$ cat src/design/assert_macros.svh
// assertion macros for the ground contact detector
// included by the top level, no other dependencies
`ifndef ASSERT_MACROS_SVH
`define ASSERT_MACROS_SVH
`ifndef NO_ASSERTIONS
`define GCD_ASSERT_IMPL(label, clk, rst_n, prop, msg) \
    label: assert property (@(posedge clk) disable iff (!rst_n) prop) else $error(msg);
`define GCD_ASSERT_NEVER(label, clk, rst_n, expr, msg) \
    label: assert property (@(posedge clk) disable iff (!rst_n) !(expr)) else $error(msg);
`else
`define GCD_ASSERT_IMPL(label, clk, rst_n, prop, msg)
`define GCD_ASSERT_NEVER(label, clk, rst_n, expr, msg)
`endif
`endif

$ cat src/design/gcd_pkg.sv
// shared types and constants for the ground contact detector
// no dependencies
package gcd_pkg;
    localparam int unsigned CfgIdxW = 3;
    localparam int unsigned CfgDataW = 23;
    localparam logic [CfgIdxW-1:0] CfgMass = 3'd0;
    localparam logic [CfgIdxW-1:0] CfgThrX = 3'd1;
    localparam logic [CfgIdxW-1:0] CfgThrY = 3'd2;
    localparam logic [CfgIdxW-1:0] CfgThrZ = 3'd3;
    localparam logic [CfgIdxW-1:0] CfgFilt = 3'd4;
    localparam logic [1:0] ActTick = 2'd0;
    localparam logic [1:0] ActStart = 2'd1;
    localparam logic [1:0] ActStop = 2'd2;
    localparam logic [1:0] ModeOff = 2'd0;
    localparam logic [1:0] ModeUnknown = 2'd1;
    localparam logic [1:0] ModeGround = 2'd2;
    localparam logic [1:0] ModeFlying = 2'd3;
    localparam logic [11:0] GravityQ8 = 12'd2511;
    localparam int unsigned QDepth = 2;

    typedef struct packed {
        logic [1:0] action;
        logic signed [15:0] quat_w;
        logic signed [15:0] quat_x;
        logic signed [15:0] quat_y;
        logic signed [15:0] quat_z;
        logic signed [15:0] accel_x;
        logic signed [15:0] accel_y;
        logic signed [15:0] accel_z;
        logic signed [23:0] cmd_force_x;
        logic signed [23:0] cmd_force_y;
        logic signed [23:0] cmd_force_z;
        logic imu_valid;
    } t_in_item;

    typedef struct packed {
        logic [1:0] contact_state;
        logic [15:0] debounce_count;
    } t_out_item;

    // front-end classification passed to the back end
    typedef struct packed {
        logic need_eval;
        logic [1:0] action;
        t_in_item item;
    } t_job;

    typedef enum logic [1:0] {
        t_st_idle,
        t_st_calc,
        t_st_out
    } t_state;
endpackage

$ cat src/design/gcd_stream_if.sv
// valid/ready channel carrying one item
// no dependencies
interface gcd_stream_if #(parameter type T = logic);
    logic valid;
    logic ready;
    T data;
    modport source (output valid, output data, input ready);
    modport sink (input valid, input data, output ready);
endinterface

$ cat src/design/gcd_back.sv
// back end: force rotation on a shared multiplier, contact state machine
// depends on gcd_pkg, gcd_stream_if
module gcd_back (
    input  logic i_clk,
    input  logic i_rst_n,
    input  gcd_pkg::t_job i_job,
    input  logic i_job_valid,
    output logic o_job_pop,
    input  logic [15:0] i_mass,
    input  logic [22:0] i_thr_x,
    input  logic [22:0] i_thr_y,
    input  logic [22:0] i_thr_z,
    input  logic [15:0] i_filt,
    gcd_stream_if.source s_out,
    output logic [1:0] o_mode
);
    gcd_pkg::t_state r_state, n_state;
    logic [4:0] r_step;
    logic [1:0] r_mode;
    logic [15:0] r_ticks;
    // vector and products
    logic signed [25:0] r_v0, r_v1, r_v2;
    logic signed [34:0] r_s;
    logic signed [43:0] r_d, r_c0, r_c1, r_c2;
    logic signed [63:0] r_r0, r_r1, r_r2;
    logic signed [55:0] r_prod;
    logic signed [27:0] r_g;
    logic signed [43:0] ma;
    logic signed [25:0] mb;
    logic signed [69:0] mp_full;
    gcd_pkg::t_in_item it;
    logic r_ov;
    gcd_pkg::t_out_item r_out;
    logic signed [64:0] ax, ay, az, azg, gq;
    logic pass_x, pass_y, pass_zg, pass_za, gnd, air, pass;
    logic [16:0] inc;

    function automatic logic [1:0] n_mode_out(input logic [1:0] m, input gcd_pkg::t_job j,
            input logic g, input logic a, input logic p, input logic [16:0] c,
            input logic [15:0] f);
        logic [1:0] res;
        res = m;
        if (j.action == gcd_pkg::ActStart) res = gcd_pkg::ModeUnknown;
        else if (j.action == gcd_pkg::ActStop) res = gcd_pkg::ModeOff;
        else if (j.need_eval && m == gcd_pkg::ModeUnknown) begin
            if (g) res = gcd_pkg::ModeGround;
            else if (a) res = gcd_pkg::ModeFlying;
        end else if (j.need_eval && m != gcd_pkg::ModeOff) begin
            if (j.item.imu_valid && p && c[15:0] >= f)
                res = (m == gcd_pkg::ModeGround) ? gcd_pkg::ModeFlying : gcd_pkg::ModeGround;
        end
        return res;
    endfunction

    function automatic logic [15:0] n_ticks_out(input logic [1:0] m, input gcd_pkg::t_job j,
            input logic g, input logic a, input logic p, input logic [16:0] c,
            input logic [15:0] f, input logic [15:0] t);
        logic [15:0] res;
        res = t;
        if (j.need_eval && m == gcd_pkg::ModeUnknown) begin
            if (g || a) res = 16'd0;
        end else if (j.need_eval && m != gcd_pkg::ModeOff) begin
            if (j.item.imu_valid && p) res = (c[15:0] >= f) ? 16'd0 : c[15:0];
            else res = 16'd0;
        end
        return res;
    endfunction

    assign it = i_job.item;
    assign o_mode = r_mode;
    assign s_out.valid = r_ov;
    assign s_out.data = r_out;

    // one shared multiplier; operand select per step
    always_comb begin
        ma = '0;
        mb = '0;
        case (r_step)
            5'd0: begin ma = 44'(signed'({1'b0, i_mass})); mb = 26'(it.accel_x); end
            5'd1: begin ma = 44'(signed'({1'b0, i_mass})); mb = 26'(it.accel_y); end
            5'd2: begin ma = 44'(signed'({1'b0, i_mass})); mb = 26'(it.accel_z); end
            5'd3: begin ma = 44'(it.quat_w); mb = 26'(it.quat_w); end
            5'd4: begin ma = 44'(it.quat_x); mb = 26'(it.quat_x); end
            5'd5: begin ma = 44'(it.quat_y); mb = 26'(it.quat_y); end
            5'd6: begin ma = 44'(it.quat_z); mb = 26'(it.quat_z); end
            5'd7: begin ma = 44'(it.quat_x); mb = r_v0; end
            5'd8: begin ma = 44'(it.quat_y); mb = r_v1; end
            5'd9: begin ma = 44'(it.quat_z); mb = r_v2; end
            5'd10: begin ma = 44'(it.quat_y); mb = r_v2; end
            5'd11: begin ma = 44'(it.quat_z); mb = r_v1; end
            5'd12: begin ma = 44'(it.quat_z); mb = r_v0; end
            5'd13: begin ma = 44'(it.quat_x); mb = r_v2; end
            5'd14: begin ma = 44'(it.quat_x); mb = r_v1; end
            5'd15: begin ma = 44'(it.quat_y); mb = r_v0; end
            5'd16: begin ma = 44'(r_s); mb = r_v0; end
            5'd17: begin ma = 44'(r_s); mb = r_v1; end
            5'd18: begin ma = 44'(r_s); mb = r_v2; end
            5'd19: begin ma = r_d; mb = 26'(it.quat_x); end
            5'd20: begin ma = r_d; mb = 26'(it.quat_y); end
            5'd21: begin ma = r_d; mb = 26'(it.quat_z); end
            5'd22: begin ma = r_c0; mb = 26'(it.quat_w); end
            5'd23: begin ma = r_c1; mb = 26'(it.quat_w); end
            5'd24: begin ma = r_c2; mb = 26'(it.quat_w); end
            5'd25: begin
                ma = 44'(signed'({1'b0, i_mass}));
                mb = 26'(signed'({1'b0, gcd_pkg::GravityQ8}));
            end
            default: begin ma = '0; mb = '0; end
        endcase
    end
    assign mp_full = ma * mb;

    // comparisons
    always_comb begin
        ax = (r_r0 >>> 28) < 0 ? -(65'(r_r0 >>> 28)) : 65'(r_r0 >>> 28);
        ay = (r_r1 >>> 28) < 0 ? -(65'(r_r1 >>> 28)) : 65'(r_r1 >>> 28);
        az = (r_r2 >>> 28) < 0 ? -(65'(r_r2 >>> 28)) : 65'(r_r2 >>> 28);
        gq = 65'(r_r2 >>> 28) - 65'(r_g);
        azg = gq < 0 ? -gq : gq;
        pass_x = ax < 65'(signed'({1'b0, i_thr_x}));
        pass_y = ay < 65'(signed'({1'b0, i_thr_y}));
        pass_za = az < 65'(signed'({1'b0, i_thr_z}));
        pass_zg = azg < 65'(signed'({1'b0, i_thr_z}));
        gnd = pass_x && pass_y && pass_zg;
        air = pass_x && pass_y && pass_za;
        pass = (r_mode == gcd_pkg::ModeGround) ? air : gnd;
        inc = {1'b0, r_ticks} + 17'd1;
    end

    always_comb begin
        n_state = r_state;
        o_job_pop = 1'b0;
        case (r_state)
            gcd_pkg::t_st_idle: if (i_job_valid && !r_ov) begin
                if (i_job.need_eval && r_mode != gcd_pkg::ModeOff) n_state = gcd_pkg::t_st_calc;
                else n_state = gcd_pkg::t_st_out;
            end
            gcd_pkg::t_st_calc: if (r_step == 5'd26) n_state = gcd_pkg::t_st_out;
            gcd_pkg::t_st_out: begin
                n_state = gcd_pkg::t_st_idle;
                o_job_pop = 1'b1;
            end
            default: n_state = gcd_pkg::t_st_idle;
        endcase
    end

    always_ff @(posedge i_clk) begin
        if (!i_rst_n) begin
            r_state <= gcd_pkg::t_st_idle;
        end else begin
            r_state <= n_state;
        end
    end

    // datapath
    always_ff @(posedge i_clk) begin
        r_prod <= mp_full[55:0];
        if (r_state == gcd_pkg::t_st_calc) begin
            r_step <= r_step + 5'd1;
            case (r_step)
                5'd1: r_v0 <= 26'(r_prod >>> 8) - 26'(it.cmd_force_x);
                5'd2: r_v1 <= 26'(r_prod >>> 8) - 26'(it.cmd_force_y);
                5'd3: r_v2 <= 26'(r_prod >>> 8) - 26'(it.cmd_force_z);
                5'd4: r_s <= 35'(r_prod);
                5'd5: r_s <= r_s - 35'(r_prod);
                5'd6: r_s <= r_s - 35'(r_prod);
                5'd7: r_s <= r_s - 35'(r_prod);
                5'd8: r_d <= 44'(r_prod);
                5'd9: r_d <= r_d + 44'(r_prod);
                5'd10: r_d <= r_d + 44'(r_prod);
                5'd11: r_c0 <= 44'(r_prod);
                5'd12: r_c0 <= r_c0 - 44'(r_prod);
                5'd13: r_c1 <= 44'(r_prod);
                5'd14: r_c1 <= r_c1 - 44'(r_prod);
                5'd15: r_c2 <= 44'(r_prod);
                5'd16: r_c2 <= r_c2 - 44'(r_prod);
                5'd17: r_r0 <= 64'(r_prod);
                5'd18: r_r1 <= 64'(r_prod);
                5'd19: r_r2 <= 64'(r_prod);
                5'd20: r_r0 <= r_r0 + (64'(r_prod) <<< 1);
                5'd21: r_r1 <= r_r1 + (64'(r_prod) <<< 1);
                5'd22: r_r2 <= r_r2 + (64'(r_prod) <<< 1);
                5'd23: r_r0 <= r_r0 + (64'(r_prod) <<< 1);
                5'd24: r_r1 <= r_r1 + (64'(r_prod) <<< 1);
                5'd25: r_r2 <= r_r2 + (64'(r_prod) <<< 1);
                5'd26: r_g <= 28'(r_prod >>> 8);
                default: ;
            endcase
        end else begin
            r_step <= 5'd0;
        end
        if (r_state == gcd_pkg::t_st_out) begin
            r_out.contact_state <= n_mode_out(r_mode, i_job, gnd, air, pass, inc, i_filt);
            r_out.debounce_count <= n_ticks_out(r_mode, i_job, gnd, air, pass, inc, i_filt,
                                                r_ticks);
        end
    end

    always_ff @(posedge i_clk) begin
        if (!i_rst_n) begin
            r_mode <= gcd_pkg::ModeOff;
            r_ticks <= 16'd0;
            r_ov <= 1'b0;
        end else begin
            if (r_state == gcd_pkg::t_st_out) begin
                r_mode <= n_mode_out(r_mode, i_job, gnd, air, pass, inc, i_filt);
                r_ticks <= n_ticks_out(r_mode, i_job, gnd, air, pass, inc, i_filt, r_ticks);
                r_ov <= 1'b1;
            end else if (s_out.ready) begin
                r_ov <= 1'b0;
            end
        end
    end
endmodule

$ cat src/flat_wrapper.sv
// flat-port wrapper written by rule: the top's interface ports become plain ports
module gcd_back_flat 
  (i_clk, i_rst_n, i_job, i_job_valid, o_job_pop, i_mass, i_thr_x, i_thr_y, i_thr_z, i_filt, o_mode, s_out_valid, s_out_data, s_out_ready);
  gcd_stream_if s_out_i ();
  input  logic i_clk;
  input  logic i_rst_n;
  input  gcd_pkg::t_job i_job;
  input  logic i_job_valid;
  output logic o_job_pop;
  input  logic [15:0] i_mass;
  input  logic [22:0] i_thr_x;
  input  logic [22:0] i_thr_y;
  input  logic [22:0] i_thr_z;
  input  logic [15:0] i_filt;
  output logic [1:0] o_mode;
  output wire logic [$bits(s_out_i.valid)-1:0] s_out_valid;
  output wire logic [$bits(s_out_i.data)-1:0] s_out_data;
  input wire logic [$bits(s_out_i.ready)-1:0] s_out_ready;
  assign s_out_valid = s_out_i.valid;
  assign s_out_data = s_out_i.data;
  assign s_out_i.ready = s_out_ready;
  gcd_back u_core (.i_clk(i_clk), .i_rst_n(i_rst_n), .i_job(i_job), .i_job_valid(i_job_valid), .o_job_pop(o_job_pop), .i_mass(i_mass), .i_thr_x(i_thr_x), .i_thr_y(i_thr_y), .i_thr_z(i_thr_z), .i_filt(i_filt), .s_out(s_out_i), .o_mode(o_mode));
endmodule
$ cat config.mk
export PLATFORM = sky130hd
export DESIGN_NAME = gcd_back_flat
export DESIGN_NICKNAME = d
export VERILOG_FILES = /design/src/design/assert_macros.svh /design/src/design/gcd_pkg.sv /design/src/design/gcd_stream_if.sv /design/src/design/gcd_back.sv /design/src/flat_wrapper.sv
export SDC_FILE = /design/constraint.sdc
export NUM_CORES = 2
export LEC_CHECK = 0
export BUFFER_PORTS_ARGS = -buffer_cell sky130_fd_sc_hd__buf_2
export CORE_ASPECT_RATIO = 1.5
export CORE_MARGIN = 4
export CORE_UTILIZATION = 45
export DETAILED_ROUTE_END_ITERATION = 10
export HOLD_SLACK_MARGIN = 0.06
export PLACE_DENSITY = 0.71
export SLEW_MARGIN = 20
export SYNTH_ARGS = -nofsm -noshare
export SYNTH_HDL_FRONTEND = slang
export SYNTH_SLANG_ARGS = --single-unit
$ cat constraint.sdc
create_clock -name i_clk -period 27.7 [get_ports i_clk]
set_clock_uncertainty 0.05 [all_clocks]
set_input_delay 1.385 -clock i_clk [delete_from_list [all_inputs] [get_ports i_clk]]
set_output_delay 1.385 -clock i_clk [all_outputs]
set_load 0.01 [all_outputs]
==> flow_summary.ini <==
[outcome]
status = completed

[layout]
fin_nets = 12300
instances_no_fill = 12800
drive_above_1_share_pct = 7.17
area_delta_synth_final_pct = 8.37

[synthesis]
yosys.area.top_type = fa_1
async_flop_share_pct = 0
synthCells = 10100
synth_top_cell_area_share_pct = 22.3
syn_avg_cell_area_um2 = 8.58
synthAdderAreaFrac_pct = 33.6
synth.most_common_cell = nand2_1
yosysSeqAreaShare_pct = 19.4
synth_top_family_by_area = adder cells
yosys_warnings = 0
ys_types = 99
synthFlopType = edfxtp_1
synth_area_um2 = 86700
yosys.area_share.simple_pct = 15.5
synth_area_leaders = fa_1, edfxtp_1, ha_1
synth_compound_area_share_pct = 17.0
synth_edf_count = 507
synth_common_cells = nand2_1, inv_1, fa_1
synthMuxAreaShare_pct = 0.408
ys_ff_latch = 589
synthXorXnorAreaFrac_pct = 6.07
syn_nets = 12200

[placement]
routabilityCongestion = 1.04
io_buffer_count = 297
place_inst = 12700
dpl.hpwl_um = 262000

[grt]
grt_usage_pct = 32.1
grt_max_degree = 84
antenna_found_initial = 32
grt_first_pass_wirelength_um = 486000
grt_pass1_vias = 79400
overflow = 0

[clock_tree]
numClockSinks = 589
cts_setup_buffers = 0
cts_buffer_depth = 3
h-tree-depth = 3
tritoncts = built
post_cts_resize_count = 0
numCtsBuffers = 73
cts_root_buf = clkbuf_16
ctsHoldBuffers = 0
path_clk_slew_ns = 0.06
insertion_delay_ns = 0.71

[sta]
relSlewSlack_pct = 18.4
fin_crit_sh_pct = 46.2
setup_viol = 0
tightest_slew_ns = 1.22
setup_tns_ns = 0
rsz0062_at_grt = false
final_hold_viol_count = 0
finalMaxSlewViolations = 0
fmax_ghz = 0.0782
period_minus_slack_ns = 12.79

[power]
intPower_uw = 4140
switching_power_uw = 4210
seqPwrFrac_pct = 14.7
comb_power_share_pct = 73.4
switching_share_pct = 50.4
clkPwrFrac_pct = 11.9
power.density_nw_per_um2 = 88.9
p_leak_uw = 0.0441
total_power_uw = 8350
ir_drop_mv = 0.142

[route]
antenna_left = 0
route.detailed.drc = 0
wl_per_cell_um = 25.6
vias = 78100
avgViaCountPerCell = 6.08
wl_um = 329000
dr.pass1.iters = 9
first_iter_violations = 7512

[run]
cap_violations = 0

[floorplan]
die_w_um = 366
dieArea_um2 = 200000
row_count = 197
ios = 300
die_h_um = 546
initial_utilization_pct = 45.2
design.core.area_um2 = 192000

[critical_path]
critical_path.startpoint_type = register
slowest_stage = dfxtp_1
max_stage_delay_ns = 0.84
crit_required_ns = 28.23
arrival_ns = 13.33
endpoint_kind = register
cp_common_cell = fa_1
worstSetupPathType = reg -> reg
cp_max_fo = 26
rrSetupSlack_ns = 14.91

[worst_hold_path]
hp-class = reg -> reg
-- flip-flops by register name (all words and copies together) (netlist names), 35 cells and up --
name,count
u_core.r_r1,63
u_core.r_r2,63
u_core.r_s,35
u_core.r_c2,44
u_core.r_prod,56
u_core.r_r0,63
u_core.r_d,44
u_core.r_c0,44
u_core.r_c1,44
-- power groups by stage --
stage / Clock (uW) / Combinational (uW) / Sequential (uW)
global placement: 0 / 5890 / 1240
floorplan: 0 / 4300 / 1240
detailed placement: 0 / 6020 / 1240
CTS: 1000 / 6060 / 1220
global route: 1030 / 6780 / 1230
finish: 990 / 6130 / 1230
-- per-layer routing --
metal	track usage (%)	vias to the layer above	wire [um]
met3	7.32	1415	29700
met4	27.4	16	34200
met5	0	-	108
li1	-	34500	-
met1	34.5	38100	112000
met2	53.5	4049	153000
-- per-stage QoR --
stage	setup WS (ns)	hold slack, ns	utilization (%)	instance area (um^2)
after detailed placement	15.42	0.426	47.8	91600
final	14.91	0.435	49.0	94000
after CTS	15.36	0.439	49.0	93900
after floorplan	15.92	0.395	-	86700
after global placement	15.61	0.407	47.8	91600
after global routing	14.26	0.475	49.0	94000
-- cell families after synthesis --
| kind of cell | Yosys count |
|---|---|
| xor gates and xnor gates | 601 |
| muxes | 33 |
| DFF | 589 |
| buffers and inverters | 1840 |
| and+or+nand+nor | 3022 |
| AOI/OAI and AO/OA | 2271 |
| adders and majority gates | 1751 |
-- path summary, 6_finish.rpt --
path                                         start            endpoint  cells past startpoint
worst max-delay path              u_core.r_step[2]   u_core.r_prod[53]                     38
worst min-delay path            u_core.r_ticks[15]  u_core.r_ticks[15]                      1
worst max register to register    u_core.r_step[2]   u_core.r_prod[53]                     38
worst min register to register  u_core.r_ticks[15]  u_core.r_ticks[15]                      1
-- cell usage in the layout, fill, tap and decap left out, types with 41 or more instances in the layout --
cell type and instances:
inv_1 1439, nand2_1 1438, fa_1 965, ha_1 786, nor2_1 679, o21ai_0 627, edfxtp_1 507, a21oi_1 504
xnor2_1 367, buf_2 300, a21o_1 270, xor2_1 234, buf_4 191, nand3_1 157, nand2b_1 131, nor3_1 125
o21a_1 94, a31oi_1 88, dfxtp_1 80, nor2b_1 79, clkbuf_16 75, a222oi_1 71, nand4_1 66, o31ai_1 65
o21bai_1 60, and3_1 59, a211oi_1 58, or3_1 53, a22oi_1 42, and2_1 41
-- layout make-up --
class	count	area, um^2
flip-flops and latches	589	16900
repair buffers	492	2940
clock buffers	92	1950
well taps	2487	3110
clock inverters	41	394
diodes	18	45.0
fillers	18000	97800
multi-input cells	7678	63300
inverters	1442	5410
-- worst max-delay path, delay by kind of cell (launching register included) --
family	cells	cell delay, ns
AO/OA/AOI/OAI	14	4.97
XOR/XNOR	1	0.18
adder cells (fa/ha/maj)	8	3.47
buffers and inverters	7	1.26
flip-flops	1	0.84
AND/OR/NAND/NOR	8	1.90
Note: power is estimated with default switching activity, not from simulation.
